File: src/rtl/core/fge_pkg.sv
// fge_pkg: shared codes and constants of the fire grid evolve core.
// No dependencies; imported by the core and its checker.
`default_nettype none
package fge_pkg;

    localparam logic [1:0] CMD_SEED   = 2'd0;
    localparam logic [1:0] CMD_EVOLVE = 2'd1;
    localparam logic [1:0] CMD_READ   = 2'd2;
    localparam logic [1:0] CMD_CLEAR  = 2'd3;

    localparam logic [1:0] MODE_NONE    = 2'd0;
    localparam logic [1:0] MODE_PASSIVE = 2'd1;
    localparam logic [1:0] MODE_SPARK   = 2'd2;
    localparam logic [1:0] MODE_TEMP    = 2'd3;

    localparam logic [2:0] REG_SPARK_THRESHOLD = 3'd0;
    localparam logic [2:0] REG_HORIZONTAL_GAIN = 3'd1;
    localparam logic [2:0] REG_VERTICAL_GAIN   = 3'd2;
    localparam logic [2:0] REG_PASSIVE_KEEP    = 3'd3;
    localparam logic [2:0] REG_SPARK_TRANSFER  = 3'd4;
    localparam logic [2:0] REG_SPARK_KEEP      = 3'd5;

    localparam logic [7:0] SOURCE_BASE = 8'd100;
    localparam logic [7:0] SPARK_BASE  = 8'd200;
    localparam logic [7:0] E_MAX       = 8'd255;

    function automatic logic [7:0] sat_add8(input logic [7:0] a, input logic [7:0] b);
        logic [8:0] s;
        s = {1'b0, a} + {1'b0, b};
        return s[8] ? E_MAX : s[7:0];
    endfunction

    function automatic logic [7:0] sat_sub8(input logic [7:0] a, input logic [7:0] b);
        return (a > b) ? (a - b) : 8'd0;
    endfunction

endpackage
`default_nettype wire

File: src/rtl/core/fire_grid_evolve_core.sv
// fire_grid_evolve_core: fire-effect cell grid held in energy and mode RAMs.
// Depends on fge_pkg and fge_ram.
//
// channel  dir  handshake          payload
// s_       in   s_tvalid/s_tready  s_tuser command, s_tdata coordinates and draws
// m_       out  m_tvalid/m_tready  m_tuser reply kind, m_tdata cell energy and mode
// cfg_     in   cfg_valid/ready    cfg_index, cfg_data (ready while idle)
//
// One command at a time; the result sits in an output register, so the next
// command is taken while it waits. Evolve walks cells through one RAM read port
// in states EV_C, EV_B, EV_L, EV_R, EV_CALC, EV_WR, plus EV_NB if a neighbor mode
// is written. Seed uses SD_WR, SD_CHK; read RD_ADDR, RD_DATA; clear CLR per cell.
// After reset a clearing pass over all W*H cells runs with s_tready low.
`default_nettype none
module fire_grid_evolve_core
    import fge_pkg::*;
#(
    parameter int GRID_WIDTH  = 16,
    parameter int GRID_HEIGHT = 16
) (
    input  wire logic        aclk,
    input  wire logic        aresetn,
    input  wire logic        s_tvalid,
    output logic             s_tready,
    input  wire logic [1:0]  s_tuser,   // [1:0] command
    input  wire logic [31:0] s_tdata,   // [3:0] column, [7:4] row, [14:8] source_draw,
                                        // [22:15] spark_draw, [28:23] spark_energy_draw
    output logic             m_tvalid,
    input  wire logic        m_tready,
    output logic [1:0]       m_tuser,   // [1:0] reply_kind
    output logic [15:0]      m_tdata,   // [7:0] cell_energy, [9:8] cell_mode
    input  wire logic        cfg_valid,
    output logic             cfg_ready,
    input  wire logic [2:0]  cfg_index,
    input  wire logic [7:0]  cfg_data
);
    localparam int CELLS = GRID_WIDTH * GRID_HEIGHT;
    localparam int AW = (CELLS > 1) ? $clog2(CELLS) : 1;
    localparam int XW = (GRID_WIDTH > 1) ? $clog2(GRID_WIDTH) : 1;
    localparam int YW = (GRID_HEIGHT > 1) ? $clog2(GRID_HEIGHT) : 1;
    localparam logic [AW-1:0] W_A    = AW'(GRID_WIDTH);
    localparam logic [AW-1:0] LAST_A = AW'(CELLS - 1);
    localparam logic [XW-1:0] X_LAST = XW'(GRID_WIDTH - 1);
    localparam logic [YW-1:0] Y_LAST = YW'(GRID_HEIGHT - 1);

    typedef enum logic [3:0] {
        ST_CLR, ST_IDLE, ST_SD_WR, ST_SD_CHK, ST_RD_ADDR, ST_RD_DATA,
        ST_EV_C, ST_EV_B, ST_EV_L, ST_EV_R, ST_EV_CALC, ST_EV_WR, ST_EV_NB, ST_DONE
    } state_t;

    state_t state_reg, state_next;

    logic [7:0] thr_reg, hg_reg, vg_reg, pk_reg, st_reg, sk_reg;
    logic [1:0] cmd_reg;
    logic [3:0] col_reg, row_reg;
    logic [6:0] src_reg;
    logic [7:0] sdraw_reg;
    logic [5:0] sen_reg;

    logic [AW-1:0] c_reg;
    logic [XW-1:0] x_reg;
    logic [YW-1:0] y_reg;
    logic [7:0]  e_reg, below_reg, left_reg;
    logic [1:0]  m_reg;
    logic [7:0]  dlr_reg, db_reg, ek_reg, et_reg;
    logic        blt_reg;
    logic [AW-1:0] nb_addr_reg;
    logic [1:0]  nb_mode_reg;

    logic [7:0]  res_e_reg;
    logic [1:0]  res_m_reg;
    logic        out_valid_reg;
    logic [1:0]  out_kind_reg;
    logic [7:0]  out_e_reg;
    logic [1:0]  out_m_reg;

    logic          e_we, m_we;
    logic [AW-1:0] waddr, raddr;
    logic [7:0]    e_wdata, e_rdata;
    logic [1:0]    m_wdata, m_rdata;

    logic          s_fire;
    logic          col_ok, row_ok;
    logic [AW-1:0] read_addr;
    logic [8:0]    lr_sum;
    logic [16:0]   h_prod;
    logic [15:0]   v_prod, k_prod, t_prod;
    logic [7:0]    t_sum;
    logic          y_top, y_bot;
    logic [7:0]    new_e;
    logic [1:0]    new_m;
    logic          new_nb_we;
    logic [AW-1:0] new_nb_addr;
    logic [1:0]    new_nb_mode;

    fge_ram #(.WIDTH(8), .DEPTH(CELLS)) u_energy (
        .aclk(aclk), .we(e_we), .waddr(waddr), .wdata(e_wdata),
        .raddr(raddr), .rdata(e_rdata)
    );
    fge_ram #(.WIDTH(2), .DEPTH(CELLS)) u_mode (
        .aclk(aclk), .we(m_we), .waddr(waddr), .wdata(m_wdata),
        .raddr(raddr), .rdata(m_rdata)
    );

    assign s_tready  = (state_reg == ST_IDLE);
    assign s_fire    = s_tvalid && s_tready;
    assign cfg_ready = (state_reg == ST_IDLE);
    assign m_tvalid  = out_valid_reg;
    assign m_tuser   = out_kind_reg;
    assign m_tdata   = {6'd0, out_m_reg, out_e_reg};

    assign col_ok    = (32'(col_reg) < GRID_WIDTH);
    assign row_ok    = (32'(row_reg) < GRID_HEIGHT);
    assign read_addr = AW'(32'(row_reg) * GRID_WIDTH + 32'(col_reg));
    assign y_bot     = (y_reg == '0);
    assign y_top     = (y_reg == Y_LAST);

    assign lr_sum = {1'b0, left_reg} + {1'b0, e_rdata};
    assign h_prod = lr_sum * hg_reg;
    assign v_prod = below_reg * vg_reg;
    assign k_prod = e_reg * pk_reg;
    assign t_sum  = sat_add8(e_reg, below_reg);
    assign t_prod = t_sum * sk_reg;

    always_comb begin
        new_e       = e_reg;
        new_m       = m_reg;
        new_nb_we   = 1'b0;
        new_nb_addr = c_reg + W_A;
        new_nb_mode = MODE_TEMP;
        case (m_reg)
            MODE_PASSIVE: begin
                if (!y_bot) begin
                    new_e = sat_add8(sat_add8(ek_reg, dlr_reg), db_reg);
                end
            end
            MODE_SPARK: begin
                new_e = sat_sub8(e_reg, st_reg);
                if (y_top) begin
                    new_m = MODE_PASSIVE;
                end else begin
                    new_nb_we = 1'b1;
                end
            end
            MODE_TEMP: begin
                if (!y_bot) begin
                    if (blt_reg) begin
                        new_e       = et_reg;
                        new_m       = MODE_SPARK;
                        new_nb_we   = 1'b1;
                        new_nb_addr = c_reg - W_A;
                        new_nb_mode = MODE_PASSIVE;
                    end else begin
                        new_e = sat_add8(e_reg, st_reg);
                    end
                end
            end
            default: begin
            end
        endcase
    end

    always_comb begin
        state_next = state_reg;
        e_we    = 1'b0;
        m_we    = 1'b0;
        waddr   = c_reg;
        e_wdata = 8'd0;
        m_wdata = MODE_NONE;
        raddr   = c_reg;
        unique case (state_reg)
            ST_CLR: begin
                e_we = 1'b1;
                m_we = 1'b1;
                if (c_reg == LAST_A) begin
                    state_next = (cmd_reg == CMD_CLEAR) ? ST_DONE : ST_IDLE;
                end
            end
            ST_IDLE: begin
                if (s_fire) begin
                    unique case (s_tuser)
                        CMD_SEED:   state_next = ST_SD_WR;
                        CMD_EVOLVE: state_next = ST_EV_C;
                        CMD_READ:   state_next = ST_RD_ADDR;
                        default:    state_next = ST_CLR;
                    endcase
                end
            end
            ST_SD_WR: begin
                waddr   = AW'(col_reg);
                raddr   = AW'(col_reg) + W_A;
                e_wdata = SOURCE_BASE + 8'(src_reg);
                if (col_ok) begin
                    e_we = 1'b1;
                    m_we = 1'b1;
                    state_next = (GRID_HEIGHT > 1) ? ST_SD_CHK : ST_DONE;
                end else begin
                    state_next = ST_DONE;
                end
            end
            ST_SD_CHK: begin
                waddr   = AW'(col_reg) + W_A;
                e_wdata = sat_add8(SPARK_BASE, 8'(sen_reg));
                m_wdata = MODE_SPARK;
                if (m_rdata != MODE_SPARK && sdraw_reg <= thr_reg) begin
                    e_we = 1'b1;
                    m_we = 1'b1;
                end
                state_next = ST_DONE;
            end
            ST_RD_ADDR: begin
                raddr = read_addr;
                state_next = (col_ok && row_ok) ? ST_RD_DATA : ST_DONE;
            end
            ST_RD_DATA: begin
                state_next = ST_DONE;
            end
            ST_EV_C: begin
                raddr = c_reg;
                state_next = ST_EV_B;
            end
            ST_EV_B: begin
                raddr = c_reg - W_A;
                state_next = ST_EV_L;
            end
            ST_EV_L: begin
                raddr = (x_reg == '0) ? (c_reg + W_A - AW'(1)) : (c_reg - AW'(1));
                state_next = ST_EV_R;
            end
            ST_EV_R: begin
                raddr = (x_reg == X_LAST) ? (c_reg - W_A + AW'(1)) : (c_reg + AW'(1));
                state_next = ST_EV_CALC;
            end
            ST_EV_CALC: begin
                state_next = ST_EV_WR;
            end
            ST_EV_WR: begin
                e_we    = 1'b1;
                m_we    = 1'b1;
                e_wdata = new_e;
                m_wdata = new_m;
                if (new_nb_we) begin
                    state_next = ST_EV_NB;
                end else begin
                    state_next = (c_reg == LAST_A) ? ST_DONE : ST_EV_C;
                end
            end
            ST_EV_NB: begin
                m_we    = 1'b1;
                waddr   = nb_addr_reg;
                m_wdata = nb_mode_reg;
                state_next = (c_reg == LAST_A) ? ST_DONE : ST_EV_C;
            end
            ST_DONE: begin
                if (!out_valid_reg || m_tready) begin
                    state_next = ST_IDLE;
                end
            end
            default: state_next = ST_IDLE;
        endcase
    end

    always_ff @(posedge aclk) begin
        if (!aresetn) begin
            state_reg     <= ST_CLR;
            c_reg         <= '0;
            cmd_reg       <= CMD_SEED;
            out_valid_reg <= 1'b0;
            thr_reg <= 8'd4;
            hg_reg  <= 8'd35;
            vg_reg  <= 8'd40;
            pk_reg  <= 8'd120;
            st_reg  <= 8'd40;
            sk_reg  <= 8'd200;
        end else begin
            state_reg <= state_next;
            if (cfg_valid && cfg_ready) begin
                case (cfg_index)
                    REG_SPARK_THRESHOLD: thr_reg <= cfg_data;
                    REG_HORIZONTAL_GAIN: hg_reg  <= cfg_data;
                    REG_VERTICAL_GAIN:   vg_reg  <= cfg_data;
                    REG_PASSIVE_KEEP:    pk_reg  <= cfg_data;
                    REG_SPARK_TRANSFER:  st_reg  <= cfg_data;
                    REG_SPARK_KEEP:      sk_reg  <= cfg_data;
                    default: begin
                    end
                endcase
            end
            if (out_valid_reg && m_tready && state_reg != ST_DONE) begin
                out_valid_reg <= 1'b0;
            end
            unique case (state_reg)
                ST_CLR: begin
                    c_reg <= c_reg + AW'(1);
                end
                ST_IDLE: begin
                    if (s_fire) begin
                        cmd_reg   <= s_tuser;
                        col_reg   <= s_tdata[3:0];
                        row_reg   <= s_tdata[7:4];
                        src_reg   <= s_tdata[14:8];
                        sdraw_reg <= s_tdata[22:15];
                        sen_reg   <= s_tdata[28:23];
                        res_e_reg <= 8'd0;
                        res_m_reg <= MODE_NONE;
                        c_reg <= '0;
                        x_reg <= '0;
                        y_reg <= '0;
                    end
                end
                ST_RD_DATA: begin
                    res_e_reg <= e_rdata;
                    res_m_reg <= m_rdata;
                end
                ST_EV_B: begin
                    e_reg <= e_rdata;
                    m_reg <= m_rdata;
                end
                ST_EV_L: begin
                    below_reg <= e_rdata;
                end
                ST_EV_R: begin
                    left_reg <= e_rdata;
                end
                ST_EV_CALC: begin
                    dlr_reg <= h_prod[16:9];
                    db_reg  <= v_prod[15:8];
                    ek_reg  <= k_prod[15:8];
                    et_reg  <= t_prod[15:8];
                    blt_reg <= (st_reg > below_reg);
                end
                ST_EV_WR: begin
                    nb_addr_reg <= new_nb_addr;
                    nb_mode_reg <= new_nb_mode;
                    if (!new_nb_we) begin
                        c_reg <= c_reg + AW'(1);
                        if (x_reg == X_LAST) begin
                            x_reg <= '0;
                            y_reg <= y_reg + YW'(1);
                        end else begin
                            x_reg <= x_reg + XW'(1);
                        end
                    end
                end
                ST_EV_NB: begin
                    c_reg <= c_reg + AW'(1);
                    if (x_reg == X_LAST) begin
                        x_reg <= '0;
                        y_reg <= y_reg + YW'(1);
                    end else begin
                        x_reg <= x_reg + XW'(1);
                    end
                end
                ST_DONE: begin
                    if (!out_valid_reg || m_tready) begin
                        out_valid_reg <= 1'b1;
                        out_kind_reg  <= cmd_reg;
                        out_e_reg     <= res_e_reg;
                        out_m_reg     <= res_m_reg;
                        cmd_reg       <= CMD_SEED;
                    end else begin
                        out_valid_reg <= out_valid_reg;
                    end
                end
                default: begin
                end
            endcase
        end
    end
endmodule
`default_nettype wire

File: src/rtl/core/fge_ram.sv
// fge_ram: generic single-write, single-read RAM with registered read data.
// No dependencies.
`default_nettype none
module fge_ram #(
    parameter int WIDTH = 8,
    parameter int DEPTH = 256
) (
    input  wire logic                                 aclk,
    input  wire logic                                 we,
    input  wire logic [(DEPTH > 1 ? $clog2(DEPTH) : 1)-1:0] waddr,
    input  wire logic [WIDTH-1:0]                     wdata,
    input  wire logic [(DEPTH > 1 ? $clog2(DEPTH) : 1)-1:0] raddr,
    output logic      [WIDTH-1:0]                     rdata
);
    logic [WIDTH-1:0] mem [DEPTH];

    always_ff @(posedge aclk) begin
        if (we) begin
            mem[waddr] <= wdata;
        end
        rdata <= mem[raddr];
    end
endmodule
`default_nettype wire

File: config.mk
export PLATFORM = sky130hd
export DESIGN_NAME = fire_grid_evolve_core
export DESIGN_NICKNAME = d
export VERILOG_FILES = /design/src/rtl/core/fge_pkg.sv /design/src/rtl/core/fire_grid_evolve_core.sv /design/src/rtl/core/fge_ram.sv
export SDC_FILE = /design/constraint.sdc
export NUM_CORES = 2
export LEC_CHECK = 0
export BUFFER_PORTS_ARGS = -buffer_cell sky130_fd_sc_hd__buf_2
export CORE_ASPECT_RATIO = 1.5
export CORE_MARGIN = 4
export CORE_UTILIZATION = 60
export CTS_CLUSTER_DIAMETER = 80
export DETAILED_ROUTE_END_ITERATION = 8
export PLACE_DENSITY_LB_ADDON = 0.2
export SLEW_MARGIN = 20
export SYNTH_ARGS = -nofsm -noshare
export SYNTH_HDL_FRONTEND = slang
export SYNTH_SLANG_ARGS = --single-unit
File: constraint.sdc
create_clock -name aclk -period 30.4 [get_ports aclk]
set_input_delay 4.56 -clock aclk [delete_from_list [all_inputs] [get_ports aclk]]
set_output_delay 4.56 -clock aclk [all_outputs]
set_load 0.01 [all_outputs]
==> flow_metrics.tcl <==
set metrics [dict create \
    first_iter_violations 6428 \
    synth-seq-area-share 0.691 \
    layout_commonest_cell "edfxtp_1" \
    async_flop_share 0 \
    crit_required_ps 31170 \
    synthSimpleGateAreaFrac 0.0518 \
    syn_inst 6672 \
    grt_max_degree 149 \
    post-route-util 0.661 \
    final_nets 7158 \
    drv_slew 0 \
    rows 199 \
    post_drt_wl_per_cell_microns 29.1 \
    core-area_sq_um 196000 \
    syn_area_per_cell_sq_um 17.8 \
    via_per_inst 6.42 \
    cts_sinks 2760 \
    r2r_end "u_energy.rdata[4]" \
    synthDistinctLibCells 84 \
    path_common_cell "buf_4" \
    crit_start "state_reg[3]" \
    firstDrtPassIters 7 \
    grt_antenna_before_repair 4 \
    crit_fanout 105 \
    critPathArrivalTime_ps 8640 \
    synth.area.mux_share 0.152 \
    hold_path_class "register to register" \
    worstPathCellList "inv_1 > nor3_1 > a221o_4 > buf_4 > buf_12 > buf_4 > buf_4 > mux4_2 > mux2i_1 > a22oi_1 > nand4_1 > nand2_1 > and4_1" \
    h-tree-depth 4 \
    max_freq_mhz 127 \
    post_cts_resize_count 0 \
    worst_path_largest_cell_delay_ps 890 \
    rrSetupSlack_ps 22530 \
    end_kind "register" \
    cts_tree "yes" \
    outcome "complete, no violations" \
    maxCapViolations 0 \
    synth_area_sq_um 119000 \
    final_cell_mix "edfxtp_1, nor2_1, mux4_2" \
    hold_viol_final 0 \
    cp-start-kind "register" \
    cts_buffers 243 \
    grt_pass1_vias 63300 \
    synth_compound_area_frac 0.0276 \
    root_buffer "clkbuf_16" \
    start_util 0.605 \
    die_w_microns 371 \
    top_register "u_energy.mem" \
    final.setup_skew_ps 72.2 \
    max-vdd-ir-drop_uv 53.0 \
    timing.rr.start "state_reg[3]" \
    io_pins 71 \
    slowest_stage "a221o_4" \
    synth-edff-count 2687 \
    synth_xor_area_frac 0.00604 \
    hold_start "res_e_reg[7]" \
    die_h_microns 553 \
    largest_reg_flops 2048 \
    grt_pass1_wl_microns 415000 \
    syn_to_final_growth_pct 9.28 \
    clkLatencyLatePin_ps 890 \
    rsz0062_at_grt "no" \
    tightest_slew_ps 1170 \
    wirelength_microns 278000 \
    min_period_ps 7870 \
    hold_ws_ps 421 \
    path_clk_slew_ps 70 \
    ctsLongestPathBuffers 4 \
    worstRegToRegCells 13 \
    ys.flop_type "edfxtp_1" \
    ys_seq_elements 2760 \
    portBuffers 61 \
    hold_path_end "out_e_reg[7]" \
    setup_viol 0 \
    ys_warn_count 0 \
    drive_above_1_share 0.180 \
    top_regs "u_energy.mem: 2048 flops, u_mode.mem: 512 flops" \
    whs_path_depth 0 \
    ant_nets 0 \
    hold_buffers 0 \
    grt_usage 0.274 \
    tns_ps 0 \
    gp_congestion 0.893 \
    synth_adder_area_share 0.0479 \
    vias 61400 \
    crit_type "register to register" \
    route.detailed.drc 0 \
    slew_headroom 0.215 \
    grt_overflow 0 \
    synth_top_family_by_area "multiplexers" \
    hpwl_microns 171000 \
    post_cts_buffers 0 \
    period_share 0.259 \
    power.density_nw_per_um2 58.9 \
    p_leak_nw 39.4 \
    dieArea_sq_um 205000 \
]
[cells by family (layout without fill, tap and decap cells)]
kind of cell    count (synthesis)  after routing
mux                          1008           1008
flops                        2760           2760
compound gates                484            484
buf+inv                       610            873
xor+xnor                       82             82
simple gates                 1363           1363
fa+ha+maj                     364            364
other cells                     1             12
[cell usage after synthesis, types with 9 or more instances]
cell type     n  area (sq um)
o22ai_1      42           263
and2_1      160          1000
edfxtp_1   2687         80700
a21o_1       20           150
buf_1        39           146
nor3_1       24           120
nor2_1      672          2520
buf_4        52           390
nand4_1      33           206
a31oi_1       9          56.3
nor2b_1      73           457
xor2_1       27           236
o21a_1       10          75.1
xnor2_1      55           482
buf_6        13           146
o211ai_1     12          90.1
fa_1        152          3040
mux2i_1     328          3280
o21bai_1     22           165
a32oi_1      40           350
buf_2        89           445
mux2_2       44           495
nand2b_1     15          93.8
and4_1       13           114
a211oi_1     15           113
o21ai_0      86           430
a22oi_1      61           458
nand3_1      29           145
inv_1       262           983
a22o_1       24           210
and3_1       19           119
nand2_1     290          1090
a21oi_1      99           495
mux4_2      636         14300
clkbuf_1    152           571
ha_1        212          2650
dfxtp_1      73          1460
[worst max path at each step]
stage | cells after the start | endpoint | slack (ps)
floorplan | 13 | u_energy.mem[0][7] | 19960
global placement | 13 | u_energy.rdata[4] | 22420
detailed placement | 13 | u_energy.rdata[4] | 22400
CTS | 13 | u_energy.rdata[4] | 22370
global route | 13 | u_energy.rdata[4] | 21800
finish | 13 | u_energy.rdata[4] | 22530
[final cells by class]
cell class                 instances  area, sq um
antenna                            6         15.0
clock buffer                     295         6370
clock inverter                   146         1580
fill                           12800        66600
inverter                         263          987
multi-input combinational       3307        34200
sequential                      2760        82100
tap                             2613         3270
timing repair buffer             169         1240
[worst max-delay path, delay by kind of cell (launching register included)]
kind	cells	cell delay [ps]
and+or+nand+nor	4	1310
muxes	2	920
AOI/OAI and AO/OA	2	1080
DFF	1	770
buffers and inverters	5	3430
[metrics by stage]
stage,instance area [sq um],instances,setup slack (ps),power (mW)
2_1_floorplan,119000,6677,19960,4.50
3_3_place_gp,122000,9110,22420,4.62
3_5_place_dp,122000,9110,22400,4.62
4_1_cts,130000,9551,22370,7.69
5_1_grt,130000,9554,21800,7.88
6_report,130000,9559,22530,7.64
[metal layers]
metal | vias to the layer above | global-route usage | routed length, microns
met2 | 2633 | 0.466 | 144000
met3 | 632 | 0.0388 | 20100
met5 | - | 0 | 13
li1 | 26100 | - | -
met4 | 2 | 0.129 | 15000
met1 | 32000 | 0.352 | 99200
[report_power, final]
group / switching [mW] / internal [mW] / leakage (nW)
sequential: 0.0139 / 4.12 / 22.2
clock: 1.35 / 1.76 / 3.87
combinational: 0.242 / 0.157 / 13.3
Power figures use the tool's default switching activity.
